--- src/sv/vrt_pkg.sv ---
`timescale 1ns / 1ps
`default_nettype none
package vrt_pkg;

  localparam int CHUNK_WIDTH = 16;
  localparam int CHUNK_DEPTH = 16;
  localparam int MAX_VISITS  = 64;
  localparam int CW_LOG2     = $clog2(CHUNK_WIDTH);
  localparam int CD_LOG2     = $clog2(CHUNK_DEPTH);

  localparam int DIV_CYCLES  = 16;
  localparam int DIV_CNT_W   = $clog2(DIV_CYCLES);

  localparam logic [4:0]  MAX_DIST_RST = 5'd8;
  localparam logic [10:0] HEIGHT_RST   = 11'd256;

  localparam logic REG_MAX_DIST = 1'b0;
  localparam logic REG_HEIGHT   = 1'b1;

  localparam logic [1:0] AXIS_X = 2'd0;
  localparam logic [1:0] AXIS_Y = 2'd1;
  localparam logic [1:0] AXIS_Z = 2'd2;

  typedef enum logic [1:0] {
    ST_IDLE,
    ST_DIV,
    ST_RUN
  } back_state_e;

  typedef struct packed {
    logic signed [16:0] voxel;
    logic               neg;
    logic [8:0]         span;
    logic [15:0]        mag;
  } axis_set_t;

  typedef axis_set_t [2:0] ray_set_t;

  typedef struct packed {
    logic full;
    logic empty;
  } fifo_stat_t;

endpackage
`default_nettype wire

--- src/sv/vrt_ray_if.sv ---
`timescale 1ns / 1ps
`default_nettype none
interface vrt_ray_if;
  logic               valid;
  logic               ready;
  logic signed [23:0] origin_x;
  logic signed [23:0] origin_y;
  logic signed [23:0] origin_z;
  logic signed [15:0] dir_x;
  logic signed [15:0] dir_y;
  logic signed [15:0] dir_z;

  modport source (output valid, output origin_x, output origin_y, output origin_z,
                  output dir_x, output dir_y, output dir_z, input ready);
  modport sink (input valid, input origin_x, input origin_y, input origin_z,
                input dir_x, input dir_y, input dir_z, output ready);
endinterface
`default_nettype wire

--- src/sv/vrt_voxel_if.sv ---
`timescale 1ns / 1ps
`default_nettype none
interface vrt_voxel_if;
  logic               valid;
  logic               ready;
  logic signed [15:0] voxel_x;
  logic signed [15:0] voxel_y;
  logic signed [15:0] voxel_z;
  logic signed [11:0] chunk_x;
  logic signed [11:0] chunk_z;
  logic [3:0]         local_x;
  logic [3:0]         local_z;
  logic               in_height;
  logic               last_voxel;

  modport source (output valid, output voxel_x, output voxel_y, output voxel_z,
                  output chunk_x, output chunk_z, output local_x, output local_z,
                  output in_height, output last_voxel, input ready);
  modport sink (input valid, input voxel_x, input voxel_y, input voxel_z,
                input chunk_x, input chunk_z, input local_x, input local_z,
                input in_height, input last_voxel, output ready);
endinterface
`default_nettype wire

--- src/sv/vrt_front.sv ---
`timescale 1ns / 1ps
`default_nettype none
module vrt_front (
  vrt_ray_if.sink              ray_i,
  input  vrt_pkg::fifo_stat_t  stat_i,
  output logic                 push_o,
  output vrt_pkg::ray_set_t    set_o
);
  import vrt_pkg::*;

  logic signed [23:0] org [3];
  logic signed [15:0] dir [3];
  logic [7:0]         frac [3];

  assign org[0] = ray_i.origin_x;
  assign org[1] = ray_i.origin_y;
  assign org[2] = ray_i.origin_z;
  assign dir[0] = ray_i.dir_x;
  assign dir[1] = ray_i.dir_y;
  assign dir[2] = ray_i.dir_z;

  assign ray_i.ready = !stat_i.full;
  assign push_o      = ray_i.valid && !stat_i.full;

  always_comb begin
    for (int a = 0; a < 3; a++) begin
      frac[a]        = org[a][7:0];
      set_o[a].voxel = {org[a][23], org[a][23:8]};
      set_o[a].neg   = dir[a][15] || (dir[a] == 16'sd0);
      set_o[a].span  = set_o[a].neg ? {1'b0, frac[a]} : 9'd256 - {1'b0, frac[a]};
      set_o[a].mag   = dir[a][15] ? 16'(-dir[a]) : 16'(dir[a]);
    end
  end

endmodule
`default_nettype wire

--- src/sv/vrt_fifo.sv ---
`timescale 1ns / 1ps
`default_nettype none
module vrt_fifo (
  input  logic                clk_i,
  input  logic                rst_ni,
  input  logic                push_i,
  input  vrt_pkg::ray_set_t   data_i,
  input  logic                pop_i,
  output vrt_pkg::ray_set_t   data_o,
  output vrt_pkg::fifo_stat_t stat_o
);
  import vrt_pkg::*;

  ray_set_t   mem_q [2];
  logic       wr_q, wr_d;
  logic       rd_q, rd_d;
  logic [1:0] cnt_q, cnt_d;

  assign data_o       = mem_q[rd_q];
  assign stat_o.full  = cnt_q == 2'd2;
  assign stat_o.empty = cnt_q == 2'd0;

  always_comb begin
    wr_d  = push_i ? !wr_q : wr_q;
    rd_d  = pop_i ? !rd_q : rd_q;
    cnt_d = cnt_q + 2'(push_i) - 2'(pop_i);
  end

  always_ff @(posedge clk_i or negedge rst_ni) begin
    if (!rst_ni) begin
      wr_q  <= 1'b0;
      rd_q  <= 1'b0;
      cnt_q <= 2'd0;
    end else begin
      wr_q  <= wr_d;
      rd_q  <= rd_d;
      cnt_q <= cnt_d;
    end
  end

  always_ff @(posedge clk_i) begin
    if (push_i) begin
      mem_q[wr_q] <= data_i;
    end
  end

endmodule
`default_nettype wire

--- src/sv/vrt_div.sv ---
`timescale 1ns / 1ps
`default_nettype none
module vrt_div (
  input  logic        clk_i,
  input  logic        rst_ni,
  input  logic        start_i,
  input  logic [31:0] num_i,
  input  logic [15:0] den_i,
  output logic        busy_o,
  output logic [31:0] quot_o
);
  import vrt_pkg::*;

  logic [31:0]          num_q;
  logic [15:0]          den_q;
  logic [15:0]          rem_q;
  logic [DIV_CNT_W-1:0] cnt_q;
  logic                 busy_q;
  logic [16:0]          t1, t2;
  logic                 q1, q2;
  logic [15:0]          r1, r2;

  always_comb begin
    t1 = {rem_q, num_q[31]};
    q1 = t1 >= {1'b0, den_q};
    r1 = q1 ? 16'(t1 - {1'b0, den_q}) : t1[15:0];
    t2 = {r1, num_q[30]};
    q2 = t2 >= {1'b0, den_q};
    r2 = q2 ? 16'(t2 - {1'b0, den_q}) : t2[15:0];
  end

  assign busy_o = busy_q;
  assign quot_o = num_q;

  always_ff @(posedge clk_i or negedge rst_ni) begin
    if (!rst_ni) begin
      busy_q <= 1'b0;
      cnt_q  <= '0;
    end else if (start_i) begin
      busy_q <= 1'b1;
      cnt_q  <= '0;
    end else if (busy_q) begin
      cnt_q <= cnt_q + 1'b1;
      if (cnt_q == DIV_CNT_W'(DIV_CYCLES - 1)) begin
        busy_q <= 1'b0;
      end
    end
  end

  always_ff @(posedge clk_i) begin
    if (start_i) begin
      num_q <= num_i;
      den_q <= den_i;
      rem_q <= '0;
    end else if (busy_q) begin
      num_q <= {num_q[29:0], q1, q2};
      rem_q <= r2;
    end
  end

endmodule
`default_nettype wire

--- src/sv/vrt_back.sv ---
`timescale 1ns / 1ps
`default_nettype none
module vrt_back (
  input  logic                clk_i,
  input  logic                rst_ni,
  input  vrt_pkg::fifo_stat_t stat_i,
  input  vrt_pkg::ray_set_t   set_i,
  output logic                pop_o,
  input  logic [4:0]          max_dist_i,
  input  logic [10:0]         height_i,
  vrt_voxel_if.source         voxel_o
);
  import vrt_pkg::*;

  back_state_e        state_q, state_d;
  logic signed [16:0] vox_q [3];
  logic               neg_q [3];
  logic [31:0]        tn_q [3];
  logic [31:0]        ts_q [3];
  logic [6:0]         cnt_q;

  logic [31:0] qn [3];
  logic [31:0] qs [3];
  logic [5:0]  busy;
  logic        div_idle;

  logic               out_valid_q;
  logic signed [15:0] vx_q, vy_q, vz_q;
  logic signed [11:0] cx_q, cz_q;
  logic [3:0]         lx_q, lz_q;
  logic               inh_q, last_q;

  logic [1:0]         ax;
  logic [32:0]        tsum;
  logic [31:0]        tnew;
  logic [31:0]        tn_upd [3];
  logic [31:0]        tmin;
  logic               last;
  logic               slot_free;
  logic               emit;
  logic               load_t;
  logic signed [12:0] hl_m1;
  logic               in_h;

  for (genvar a = 0; a < 3; a++) begin : g_axis
    vrt_div u_div_next (
      .clk_i  (clk_i),
      .rst_ni (rst_ni),
      .start_i(pop_o),
      .num_i  ({1'b0, set_i[a].span, 22'd0}),
      .den_i  (set_i[a].mag),
      .busy_o (busy[2*a]),
      .quot_o (qn[a])
    );
    vrt_div u_div_step (
      .clk_i  (clk_i),
      .rst_ni (rst_ni),
      .start_i(pop_o),
      .num_i  (32'h4000_0000),
      .den_i  (set_i[a].mag),
      .busy_o (busy[2*a+1]),
      .quot_o (qs[a])
    );
  end

  assign div_idle = busy == 6'd0;

  always_comb begin
    if (tn_q[AXIS_X] < tn_q[AXIS_Y]) begin
      ax = (tn_q[AXIS_X] < tn_q[AXIS_Z]) ? AXIS_X : AXIS_Z;
    end else begin
      ax = (tn_q[AXIS_Y] < tn_q[AXIS_Z]) ? AXIS_Y : AXIS_Z;
    end
    tsum = {1'b0, tn_q[ax]} + {1'b0, ts_q[ax]};
    tnew = tsum[32] ? '1 : tsum[31:0];
    for (int a = 0; a < 3; a++) begin
      tn_upd[a] = (2'(a) == ax) ? tnew : tn_q[a];
    end
    tmin = tn_upd[0];
    if (tn_upd[1] < tmin) tmin = tn_upd[1];
    if (tn_upd[2] < tmin) tmin = tn_upd[2];
    last = (tmin >= {11'd0, max_dist_i, 16'd0}) || (cnt_q == 7'(MAX_VISITS - 1));
    hl_m1 = $signed({2'b00, height_i}) - 13'sd1;
    in_h  = !vox_q[1][16] && (vox_q[1] < $signed({{4{hl_m1[12]}}, hl_m1}));
  end

  assign slot_free = !out_valid_q || voxel_o.ready;

  always_comb begin
    state_d = state_q;
    unique case (state_q)
      ST_IDLE: if (!stat_i.empty) state_d = ST_DIV;
      ST_DIV: begin
        if (div_idle) state_d = (max_dist_i == 5'd0) ? ST_IDLE : ST_RUN;
      end
      ST_RUN: if (slot_free && last) state_d = ST_IDLE;
      default: state_d = ST_IDLE;
    endcase
  end

  always_comb begin
    pop_o  = (state_q == ST_IDLE) && !stat_i.empty;
    load_t = (state_q == ST_DIV) && div_idle;
    emit   = (state_q == ST_RUN) && slot_free;
  end

  always_ff @(posedge clk_i or negedge rst_ni) begin
    if (!rst_ni) begin
      state_q     <= ST_IDLE;
      out_valid_q <= 1'b0;
    end else begin
      state_q <= state_d;
      if (emit) begin
        out_valid_q <= 1'b1;
      end else if (voxel_o.ready) begin
        out_valid_q <= 1'b0;
      end
    end
  end

  always_ff @(posedge clk_i) begin
    if (pop_o) begin
      for (int a = 0; a < 3; a++) begin
        vox_q[a] <= set_i[a].voxel;
        neg_q[a] <= set_i[a].neg;
      end
    end
    if (load_t) begin
      for (int a = 0; a < 3; a++) begin
        tn_q[a] <= qn[a];
        ts_q[a] <= qs[a];
      end
      cnt_q <= '0;
    end
    if (emit) begin
      vx_q   <= vox_q[0][15:0];
      vy_q   <= vox_q[1][15:0];
      vz_q   <= vox_q[2][15:0];
      cx_q   <= 12'(vox_q[0] >>> CW_LOG2);
      cz_q   <= 12'(vox_q[2] >>> CD_LOG2);
      lx_q   <= 4'(vox_q[0][CW_LOG2-1:0]);
      lz_q   <= 4'(vox_q[2][CD_LOG2-1:0]);
      inh_q  <= in_h;
      last_q <= last;
      for (int a = 0; a < 3; a++) begin
        tn_q[a] <= tn_upd[a];
      end
      vox_q[ax] <= neg_q[ax] ? vox_q[ax] - 17'sd1 : vox_q[ax] + 17'sd1;
      cnt_q     <= cnt_q + 7'd1;
    end
  end

  assign voxel_o.valid      = out_valid_q;
  assign voxel_o.voxel_x    = vx_q;
  assign voxel_o.voxel_y    = vy_q;
  assign voxel_o.voxel_z    = vz_q;
  assign voxel_o.chunk_x    = cx_q;
  assign voxel_o.chunk_z    = cz_q;
  assign voxel_o.local_x    = lx_q;
  assign voxel_o.local_z    = lz_q;
  assign voxel_o.in_height  = inh_q;
  assign voxel_o.last_voxel = last_q;

endmodule
`default_nettype wire

--- src/sv/voxel_ray_traversal_unit.sv ---
`timescale 1ns / 1ps
`default_nettype none
// steps a ray through the voxel grid, one result item per visited voxel, the last one flagged.
// a ray visits up to 64 voxels: it is picked from the two-entry queue, the radix-4 dividers form
// t_next and t_step for all three axes at once, the results are loaded, then one voxel per cycle
// comes from the stepping datapath when the output register is free. the front keeps taking rays
// while the queue has room.
// registers: max_distance at 0x0, height_limit at 0x4.
module voxel_ray_traversal_unit (
  input  logic        clk_i,
  input  logic        rst_ni,
  vrt_ray_if.sink     ray_i,
  vrt_voxel_if.source voxel_o,
  input  logic        psel,
  input  logic        penable,
  input  logic        pwrite,
  input  logic [2:0]  paddr,
  input  logic [31:0] pwdata,
  output logic [31:0] prdata,
  output logic        pready
);
  import vrt_pkg::*;

  logic [4:0]  max_dist_q;
  logic [10:0] height_q;
  logic        wr_en;
  fifo_stat_t  stat;
  ray_set_t    set_in, set_out;
  logic        push, pop;

  assign pready = 1'b1;
  assign wr_en  = psel && penable && pwrite && pready;
  assign prdata = (paddr[2] == REG_HEIGHT) ? {21'd0, height_q} : {27'd0, max_dist_q};

  always_ff @(posedge clk_i or negedge rst_ni) begin
    if (!rst_ni) begin
      max_dist_q <= MAX_DIST_RST;
      height_q   <= HEIGHT_RST;
    end else if (wr_en) begin
      unique case (paddr[2])
        REG_MAX_DIST: max_dist_q <= pwdata[4:0];
        REG_HEIGHT:   height_q   <= pwdata[10:0];
        default:      ;
      endcase
    end
  end

  vrt_front u_front (
    .ray_i (ray_i),
    .stat_i(stat),
    .push_o(push),
    .set_o (set_in)
  );

  vrt_fifo u_fifo (
    .clk_i (clk_i),
    .rst_ni(rst_ni),
    .push_i(push),
    .data_i(set_in),
    .pop_i (pop),
    .data_o(set_out),
    .stat_o(stat)
  );

  vrt_back u_back (
    .clk_i     (clk_i),
    .rst_ni    (rst_ni),
    .stat_i    (stat),
    .set_i     (set_out),
    .pop_o     (pop),
    .max_dist_i(max_dist_q),
    .height_i  (height_q),
    .voxel_o   (voxel_o)
  );

  a_no_push_full: assert property (@(posedge clk_i) disable iff (!rst_ni)
    !(push && stat.full)) else $error("push into full queue");

  a_no_pop_empty: assert property (@(posedge clk_i) disable iff (!rst_ni)
    !(pop && stat.empty)) else $error("pop from empty queue");

  a_pop_fills: assert property (@(posedge clk_i) disable iff (!rst_ni)
    (pop && !push) |=> !stat.full) else $error("queue count off after pop");

  a_height_sign: assert property (@(posedge clk_i) disable iff (!rst_ni)
    (voxel_o.valid && voxel_o.in_height) |-> !voxel_o.voxel_y[15])
    else $error("in_height set for negative y");

endmodule
`default_nettype wire

--- src/flat_wrapper.sv ---
// flat-port wrapper written by rule: the top's interface ports become plain ports
module voxel_ray_traversal_unit_flat import vrt_pkg::*;
  (clk_i, rst_ni, psel, penable, pwrite, paddr, pwdata, prdata, pready, ray_i_valid, ray_i_origin_x, ray_i_origin_y, ray_i_origin_z, ray_i_dir_x, ray_i_dir_y, ray_i_dir_z, ray_i_ready, voxel_o_valid, voxel_o_voxel_x, voxel_o_voxel_y, voxel_o_voxel_z, voxel_o_chunk_x, voxel_o_chunk_z, voxel_o_local_x, voxel_o_local_z, voxel_o_in_height, voxel_o_last_voxel, voxel_o_ready);
  vrt_ray_if ray_i_i ();
  vrt_voxel_if voxel_o_i ();
  input  logic clk_i;
  input  logic rst_ni;
  input  logic psel;
  input  logic penable;
  input  logic pwrite;
  input  logic [2:0] paddr;
  input  logic [31:0] pwdata;
  output logic [31:0] prdata;
  output logic pready;
  input wire logic [$bits(ray_i_i.valid)-1:0] ray_i_valid;
  input wire logic [$bits(ray_i_i.origin_x)-1:0] ray_i_origin_x;
  input wire logic [$bits(ray_i_i.origin_y)-1:0] ray_i_origin_y;
  input wire logic [$bits(ray_i_i.origin_z)-1:0] ray_i_origin_z;
  input wire logic [$bits(ray_i_i.dir_x)-1:0] ray_i_dir_x;
  input wire logic [$bits(ray_i_i.dir_y)-1:0] ray_i_dir_y;
  input wire logic [$bits(ray_i_i.dir_z)-1:0] ray_i_dir_z;
  output wire logic [$bits(ray_i_i.ready)-1:0] ray_i_ready;
  output wire logic [$bits(voxel_o_i.valid)-1:0] voxel_o_valid;
  output wire logic [$bits(voxel_o_i.voxel_x)-1:0] voxel_o_voxel_x;
  output wire logic [$bits(voxel_o_i.voxel_y)-1:0] voxel_o_voxel_y;
  output wire logic [$bits(voxel_o_i.voxel_z)-1:0] voxel_o_voxel_z;
  output wire logic [$bits(voxel_o_i.chunk_x)-1:0] voxel_o_chunk_x;
  output wire logic [$bits(voxel_o_i.chunk_z)-1:0] voxel_o_chunk_z;
  output wire logic [$bits(voxel_o_i.local_x)-1:0] voxel_o_local_x;
  output wire logic [$bits(voxel_o_i.local_z)-1:0] voxel_o_local_z;
  output wire logic [$bits(voxel_o_i.in_height)-1:0] voxel_o_in_height;
  output wire logic [$bits(voxel_o_i.last_voxel)-1:0] voxel_o_last_voxel;
  input wire logic [$bits(voxel_o_i.ready)-1:0] voxel_o_ready;
  assign ray_i_i.valid = ray_i_valid;
  assign ray_i_i.origin_x = ray_i_origin_x;
  assign ray_i_i.origin_y = ray_i_origin_y;
  assign ray_i_i.origin_z = ray_i_origin_z;
  assign ray_i_i.dir_x = ray_i_dir_x;
  assign ray_i_i.dir_y = ray_i_dir_y;
  assign ray_i_i.dir_z = ray_i_dir_z;
  assign ray_i_ready = ray_i_i.ready;
  assign voxel_o_valid = voxel_o_i.valid;
  assign voxel_o_voxel_x = voxel_o_i.voxel_x;
  assign voxel_o_voxel_y = voxel_o_i.voxel_y;
  assign voxel_o_voxel_z = voxel_o_i.voxel_z;
  assign voxel_o_chunk_x = voxel_o_i.chunk_x;
  assign voxel_o_chunk_z = voxel_o_i.chunk_z;
  assign voxel_o_local_x = voxel_o_i.local_x;
  assign voxel_o_local_z = voxel_o_i.local_z;
  assign voxel_o_in_height = voxel_o_i.in_height;
  assign voxel_o_last_voxel = voxel_o_i.last_voxel;
  assign voxel_o_i.ready = voxel_o_ready;
  voxel_ray_traversal_unit u_core (.clk_i(clk_i), .rst_ni(rst_ni), .ray_i(ray_i_i), .voxel_o(voxel_o_i), .psel(psel), .penable(penable), .pwrite(pwrite), .paddr(paddr), .pwdata(pwdata), .prdata(prdata), .pready(pready));
endmodule
--- config.mk ---
export PLATFORM = sky130hd
export DESIGN_NAME = voxel_ray_traversal_unit_flat
export DESIGN_NICKNAME = d
export VERILOG_FILES = /design/src/sv/vrt_pkg.sv /design/src/sv/vrt_ray_if.sv /design/src/sv/vrt_voxel_if.sv /design/src/sv/vrt_front.sv /design/src/sv/vrt_fifo.sv /design/src/sv/vrt_div.sv /design/src/sv/vrt_back.sv /design/src/sv/voxel_ray_traversal_unit.sv /design/src/flat_wrapper.sv
export SDC_FILE = /design/constraint.sdc
export NUM_CORES = 2
export LEC_CHECK = 0
export BUFFER_PORTS_ARGS = -buffer_cell sky130_fd_sc_hd__clkbuf_2
export CORE_MARGIN = 2
export CORE_UTILIZATION = 52
export CTS_CLUSTER_SIZE = 8
export DETAILED_ROUTE_END_ITERATION = 8
export GPL_ROUTABILITY_DRIVEN = 1
export PLACE_DENSITY = 0.71
export SLEW_MARGIN = 5
export SYNTH_ARGS = -nofsm -noshare
export SYNTH_HDL_FRONTEND = slang
export SYNTH_SLANG_ARGS = --single-unit
--- constraint.sdc ---
create_clock -name clk_i -period 16.8 [get_ports clk_i]
set_clock_uncertainty 0.05 [all_clocks]
set_input_delay 1.68 -clock clk_i [delete_from_list [all_inputs] [get_ports clk_i]]
set_output_delay 1.68 -clock clk_i [all_outputs]
set_load 0.01 [all_outputs]
==> Word level (Yosys, flattened, before mapping) <==
Memories as Yosys holds them, arrays and structs flattened.
Cells that the tools add are included.
{ "totals": {"register_bits": 478, "ram_bits": 504, "output_inout_bits": 117, "elab_cells": 248, "mem_count": 5} }
{ "classes": {"addsub": 31, "order_cmp": 19, "eq_ne": 15, "muxes": 88, "bitwise_logic": 4, "n_reduce_logical": 39} }
{ "memory_table": {"columns": ["memory", "words", "word_bits", "read_ports", "rd_clocked_by_memory_dff", "write_ports", "line", "rtl"], "rows": [
  ["u_core.u_fifo.mem_q", 2, 129, 1, 0, 1, "vrt_fifo.sv:14", "ray_set_t mem_q [2];"],
  ["u_core.u_back.tn_q", 3, 32, 4, 0, 3, "vrt_back.sv:18", "logic [31:0] tn_q [3];"],
  ["u_core.u_back.ts_q", 3, 32, 1, 0, 3, "vrt_back.sv:19", "logic [31:0] ts_q [3];"],
  ["u_core.u_back.vox_q", 3, 17, 4, 0, 3, "vrt_back.sv:16", "logic signed [16:0] vox_q [3];"],
  ["u_core.u_back.neg_q", 3, 1, 1, 0, 3, "vrt_back.sv:17", "logic neg_q [3];"]
]} }
{ "ops": {"columns": ["operator", "n"], "rows": [
  ["2-to-1 mux 32 bit", 9],
  ["2-to-1 mux 16 bit", 15],
  ["greater-or-equal comparator 17 x 16 -> 1 bit", 12],
  ["subtractor 16 bit", 12],
  ["2-to-1 mux 31 bit", 6],
  ["< comparator 32 bit", 5],
  ["logical NOT 16 bit", 3],
  ["2-to-1 mux 4 bit", 12],
  ["negation 16 bit", 3],
  ["2-to-1 mux 17 bit", 2],
  ["adder 32 x 32 -> 33 bit", 1],
  ["greater-or-equal comparator 32 x 21 -> 1 bit", 1],
  ["2-to-1 mux 1 bit", 29],
  ["2-to-1 mux 9 bit", 3],
  ["subtractor 9 x 8 -> 9 bit (first input constant)", 3],
  ["adder 4 x 1 -> 4 bit (second input constant)", 6],
  ["equality test 4 bit (second input constant)", 6],
  ["adder 17 x 2 -> 17 bit (second input constant)", 1],
  ["< comparator 17 x 12 -> 1 bit", 1],
  ["OR reduction 17 bit", 1],
  ["subtractor 17 x 2 -> 17 bit (second input constant)", 1],
  ["2-to-1 mux 2 bit", 8],
  ["nonzero test 2 bit", 8],
  ["2-to-1 mux 7 bit", 2],
  ["other kinds (22)", 46]
]} }

==> Longest topological paths before layout <==
An unclocked memory read counts as a cell.
{ "depth": {"depth_word": 17, "ltp_mapped": 61, "depth_no_buf": 55} }

==> Cells and area by module <==
A second synthesis with hierarchy kept.
{ "unflattened": {"cells_unflattened": 5755, "area_unflattened_um2": 61622.9} }
{ "by_module_without_submodules": {"columns": ["mod", "instances", "cells_per_inst", "area_per_inst_um2", "seq_area_each_um2"], "rows": [
  ["vrt_div (u_core.u_back.g_axis[0].u_div_next ...)", 5, 445, 4605.7, 1886.8],
  ["vrt_back", 1, 2326, 21682.0, 9173.8],
  ["vrt_fifo", 1, 416, 9531.6, 7847.5],
  ["vrt_div (u_core.u_back.g_axis[2].u_div_next)", 1, 433, 4561.9, 1886.8],
  ["vrt_front", 1, 284, 1941.9, 0.0],
  ["voxel_ray_traversal_unit", 1, 71, 877.1, 402.9]
]} }

==> Worst setup path after synthesis <==
OpenSTA, ideal clock, no wires.
{ "synth_timing": {"path_kind": "register to register", "start": "memory u_core.u_back.tn_q[0][29]", "end": "register u_core.u_back.last_q, in the netlist u_core.u_back.voxel_o.last_voxel (data pin)", "setup_ns": 0.131, "t_arrival_ns": 11.519, "required_ns": 16.619, "setup_slack_ns": 5.100, "path_stages_with_launch": 60, "cell_sequence": "edfxtp_1 -> ha_1 -> a21oi_1 -> o21ai_1 -> a2111oi_0 -> nand3_1 -> o21ba_1 -> buf_2 -> nand2_1 -> clkbuf_1 -> buf_2 -> clkbuf_1 -> clkbuf_1 -> buf_1 -> a31oi_1 -> ha_1 -> fa_1 -> a211oi_1 -> (+24 left out) -> a21o_1 -> a21oi_1 -> nor2b_1 -> o21ai_0 -> o211ai_1 -> o211ai_1 -> and3b_1 -> buf_2 -> mux2i_1 -> ha_1 -> and3_1 -> nand3_1 -> a2111o_1 -> o2111a_1 -> a21oi_1 -> nor3_1 -> mux2i_1 -> nand2b_1"} }
{ "synth_lines": {"columns": ["element", "line", "rtl"], "rows": [
  ["from (decl)", "vrt_back.sv:18", null],
  ["to (signal assigned)", "vrt_back.sv:144", "last_q <= last;"],
  ["to (decl)", "vrt_back.sv:31", "logic inh_q, last_q;"]
]} }

==> flow_summary.toml <==
[pwr]
ir_worst_vdd_mv = 0.182
p_per_area_mw_per_mm2 = 211
leakage_nw = 26.1

[job]
max_cap_violations = 0

[sta]
setup-violations-final = 0
fin_setup_tns_ns = 0
worstMarginPinSlew_ns = 1.22
rsz0062_at_grt = "false"
period_needed_ns = 15.28
hold_violations = 0
drv_slew = 0
hold_ws_ns = 0.382
slew_headroom_pct = 18.7
max_freq_mhz = 65.4
fin_crit_sh_pct = 90.9

[synth]
netlist_area_mm2 = 0.0558
synthArstFlopShare_pct = 5.61
synth_area_per_cell_um2 = 9.87
ys_warn_count = 0
synth-seq-cells = 944
synth_flop_cell = "edfxtp_1"
ys_seq_area_share_pct = 45.7
yosysUniqueCellTypes = 91
synth_edf_count = 630
synth_cells = 5651

[critical_path]
worstPathRequired_ns = 17.24
cp_max_fo = 43
start_kind = "register"
critPathArrivalTime_ns = 15.72
slowest_stage = "nor2_4"
reg2reg_depth = 47
critPathKind = "register to register"
critPathMaxStageDelay_ns = 0.76
end_kind = "register"

[global_route]
grt_max_degree = 141
met1_usage_pct = 36.5
grt.total_usage_pct = 26.6
grt_pass1_vias = 41282
globalRouteMet3Util_pct = 3.93
antenna_found_initial = 14
grt_first_pass_wirelength_mm = 232
busiest_layer = "met2"
use_met2_pct = 43.2
overflow = 0

[die]
num_rows = 120
core_mm2 = 0.107
die_h_um = 331
io_pins = 279
die_w_um = 331
die_area_mm2 = 0.110
start_util_pct = 52.2

[cts]
h-tree-depth = 4
cts.sinks = 944
post_cts_buffers = 0
cts_buffers = 137
cts_resized = 0
path_clk_slew_ns = 0.06
holdBufCountCts = 0
cts_tree = "yes"
ctsLongestPathBuffers = 3
clock-root-buffer = "clkbuf_16"
clk_latency_ns = 0.75

[routing]
drc_errors = 0
drt_iter0_drc = 3670
wl_per_cell_um = 20.4
dr.pass1.iters = 8
wl_mm = 150
vias = 43159
postRouteAntennaNets = 0
post_drt_via_cell_ratio = 5.90

[placed_design]
portBuffers = 233
place_hpwl_mm = 106
gp_congestion = 0.968

[hold_path]
whs_path_depth = 0
hp-class = "register to register"

[status]
run_status = "complete, no violations"

[final_layout]
syn2layout_area_growth_pct = 11.3
drive_gt1_share_pct = 10.9
fin_nets = 6405
fill_cells = 9061
## layout by cell type, fill, tap and decap left out, types with 11 or more instances in the layout
| cell | count |
|---|---|
| clkbuf_16 | 140 |
| o41ai_1 | 13 |
| a21o_1 | 88 |
| nand4_1 | 74 |
| mux2i_1 | 276 |
| a31oi_1 | 72 |
| nor2_1 | 571 |
| o21ai_1 | 11 |
| or3_1 | 20 |
| clkbuf_2 | 233 |
| nand2_1 | 588 |
| nor3_1 | 89 |
| fa_1 | 14 |
| and4_1 | 11 |
| dfxtp_1 | 261 |
| and3_1 | 16 |
| a211oi_1 | 68 |
| nand3_1 | 85 |
| xor2_1 | 88 |
| dfrtp_1 | 44 |
| edfxtp_1 | 630 |
| buf_4 | 45 |
| o211ai_1 | 20 |
| and2_1 | 18 |
| xnor2_1 | 158 |
| nor2b_1 | 69 |
| nand2b_1 | 45 |
| o21bai_1 | 18 |
| o31ai_1 | 34 |
| a21boi_0 | 28 |
| o31a_1 | 13 |
| nor4_1 | 34 |
| a21oi_1 | 439 |
| o21a_1 | 35 |
| clkbuf_1 | 91 |
| ha_1 | 431 |
| mux2_2 | 144 |
| o21ai_0 | 410 |
| conb_1 | 22 |
| inv_1 | 254 |
## power breakdown
part | total (W) | internal [W] | switching [W]
Combinational | 0.00673 | 0.00294 | 0.00379
Clock | 0.00262 | 0.00158 | 0.00104
Sequential | 0.00376 | 0.00330 | 0.000461
## worst max-delay path: cells and delay by family, from the launching register on
kind | cells | cell delay (ns)
AOI/OAI and AO/OA | 22 | 7.03
adders and majority gates | 5 | 1.64
buffers and inverters | 3 | 1.11
DFF | 1 | 0.51
muxes | 3 | 1.14
and+or+nand+nor | 14 | 3.44
## synthesized netlist by cell type, types with 73 or more instances
cell type	n	area share (%)
nand4_1	74	0.83
xor2_1	88	1.4
nor2_1	576	3.9
inv_1	255	1.7
a21oi_1	441	4.0
mux2i_1	277	5.0
dfxtp_1	261	9.4
mux2_2	144	2.9
ha_1	431	9.7
nand2_1	592	4.0
nand3_1	85	0.76
edfxtp_1	630	34
a21o_1	88	1.2
clkbuf_1	178	1.2
nor3_1	89	0.80
o21ai_0	411	3.7
xnor2_1	158	2.5
a31oi_1	73	0.82
## path summary, 6_finish.rpt
path | end | startpoint | slack, ns
setup / recovery | u_core.u_back.voxel_o.last_voxel | u_core.u_back.tn_q[1][14] | 1.52
hold / removal | u_core.u_back.ts_q[0][30] | u_core.u_back.g_axis[0].u_div_step.quot_o[30] | 0.38
setup reg to reg | u_core.u_back.voxel_o.last_voxel | u_core.u_back.tn_q[1][14] | 1.52
hold reg to reg | u_core.u_back.ts_q[0][30] | u_core.u_back.g_axis[0].u_div_step.quot_o[30] | 0.38
max in group asynchronous | u_core.u_back.g_axis[2].u_div_step.busy_o | rst_ni | 15.01
min in group asynchronous | u_core.height_q[7] | rst_ni | 1.04
## sequential cells by signal (all words and copies together) (netlist names), 48 cells and up
register	count
u_core.u_back.g_axis.u_div_step.den_q	48
u_core.u_back.g_axis.u_div_step.quot_o	96
u_core.u_back.g_axis.u_div_next.rem_q	48
u_core.u_back.g_axis.u_div_next.quot_o	96
u_core.u_fifo.mem_q	252
u_core.u_back.ts_q	96
u_core.u_back.g_axis.u_div_step.rem_q	48
u_core.u_back.tn_q	96
u_core.u_back.vox_q	51
## per-layer routing
metal  share of wire, %  wire length [um]
met5              0.045                68
met4                2.7              4100
met3                6.3              9480
met2                 47             70000
met1                 44             66000
## layout make-up
cell class / count / area (um^2) / area share, %
antenna: 10 / 25.0 / 0.0403
clock buffer: 235 / 3900 / 6.29
clock inverter: 13 / 194 / 0.313
inverter: 257 / 977 / 1.57
multi-input combinational: 4180 / 28200 / 45.5
sequential: 944 / 25500 / 41.1
tap: 1403 / 1760 / 2.83
timing repair buffer: 278 / 1500 / 2.42
## per-stage QoR
| step | cells | utilization, % | area [um^2] | setup WS (ns) | power (W) |
|---|---|---|---|---|---|
| after floorplan | 5671 | - | 55800 | 5.10 | 0.00898 |
| after global placement | 7062 | 54.3 | 57900 | 2.39 | 0.0102 |
| after detailed placement | 7062 | 54.3 | 57900 | 2.18 | 0.0104 |
| after CTS | 7310 | 58.1 | 62000 | 2.16 | 0.0131 |
| after global routing | 7318 | 58.1 | 62000 | 1.10 | 0.0141 |
| final | 7320 | 58.1 | 62100 | 1.52 | 0.0131 |
## cells by family after synthesis
kind of cell    count (synthesis)  synth area share [%]
simple gates                 1688                  13.5
compound gates               1357                  14.7
flops                         944                  45.7
buf+inv                       547                  4.12
fa+ha+maj                     445                  10.2
mux                           422                  7.91
xor+xnor                      246                  3.86
other cells                     2                0.0135
No activity file was read; power rests on OpenSTA's default activity.
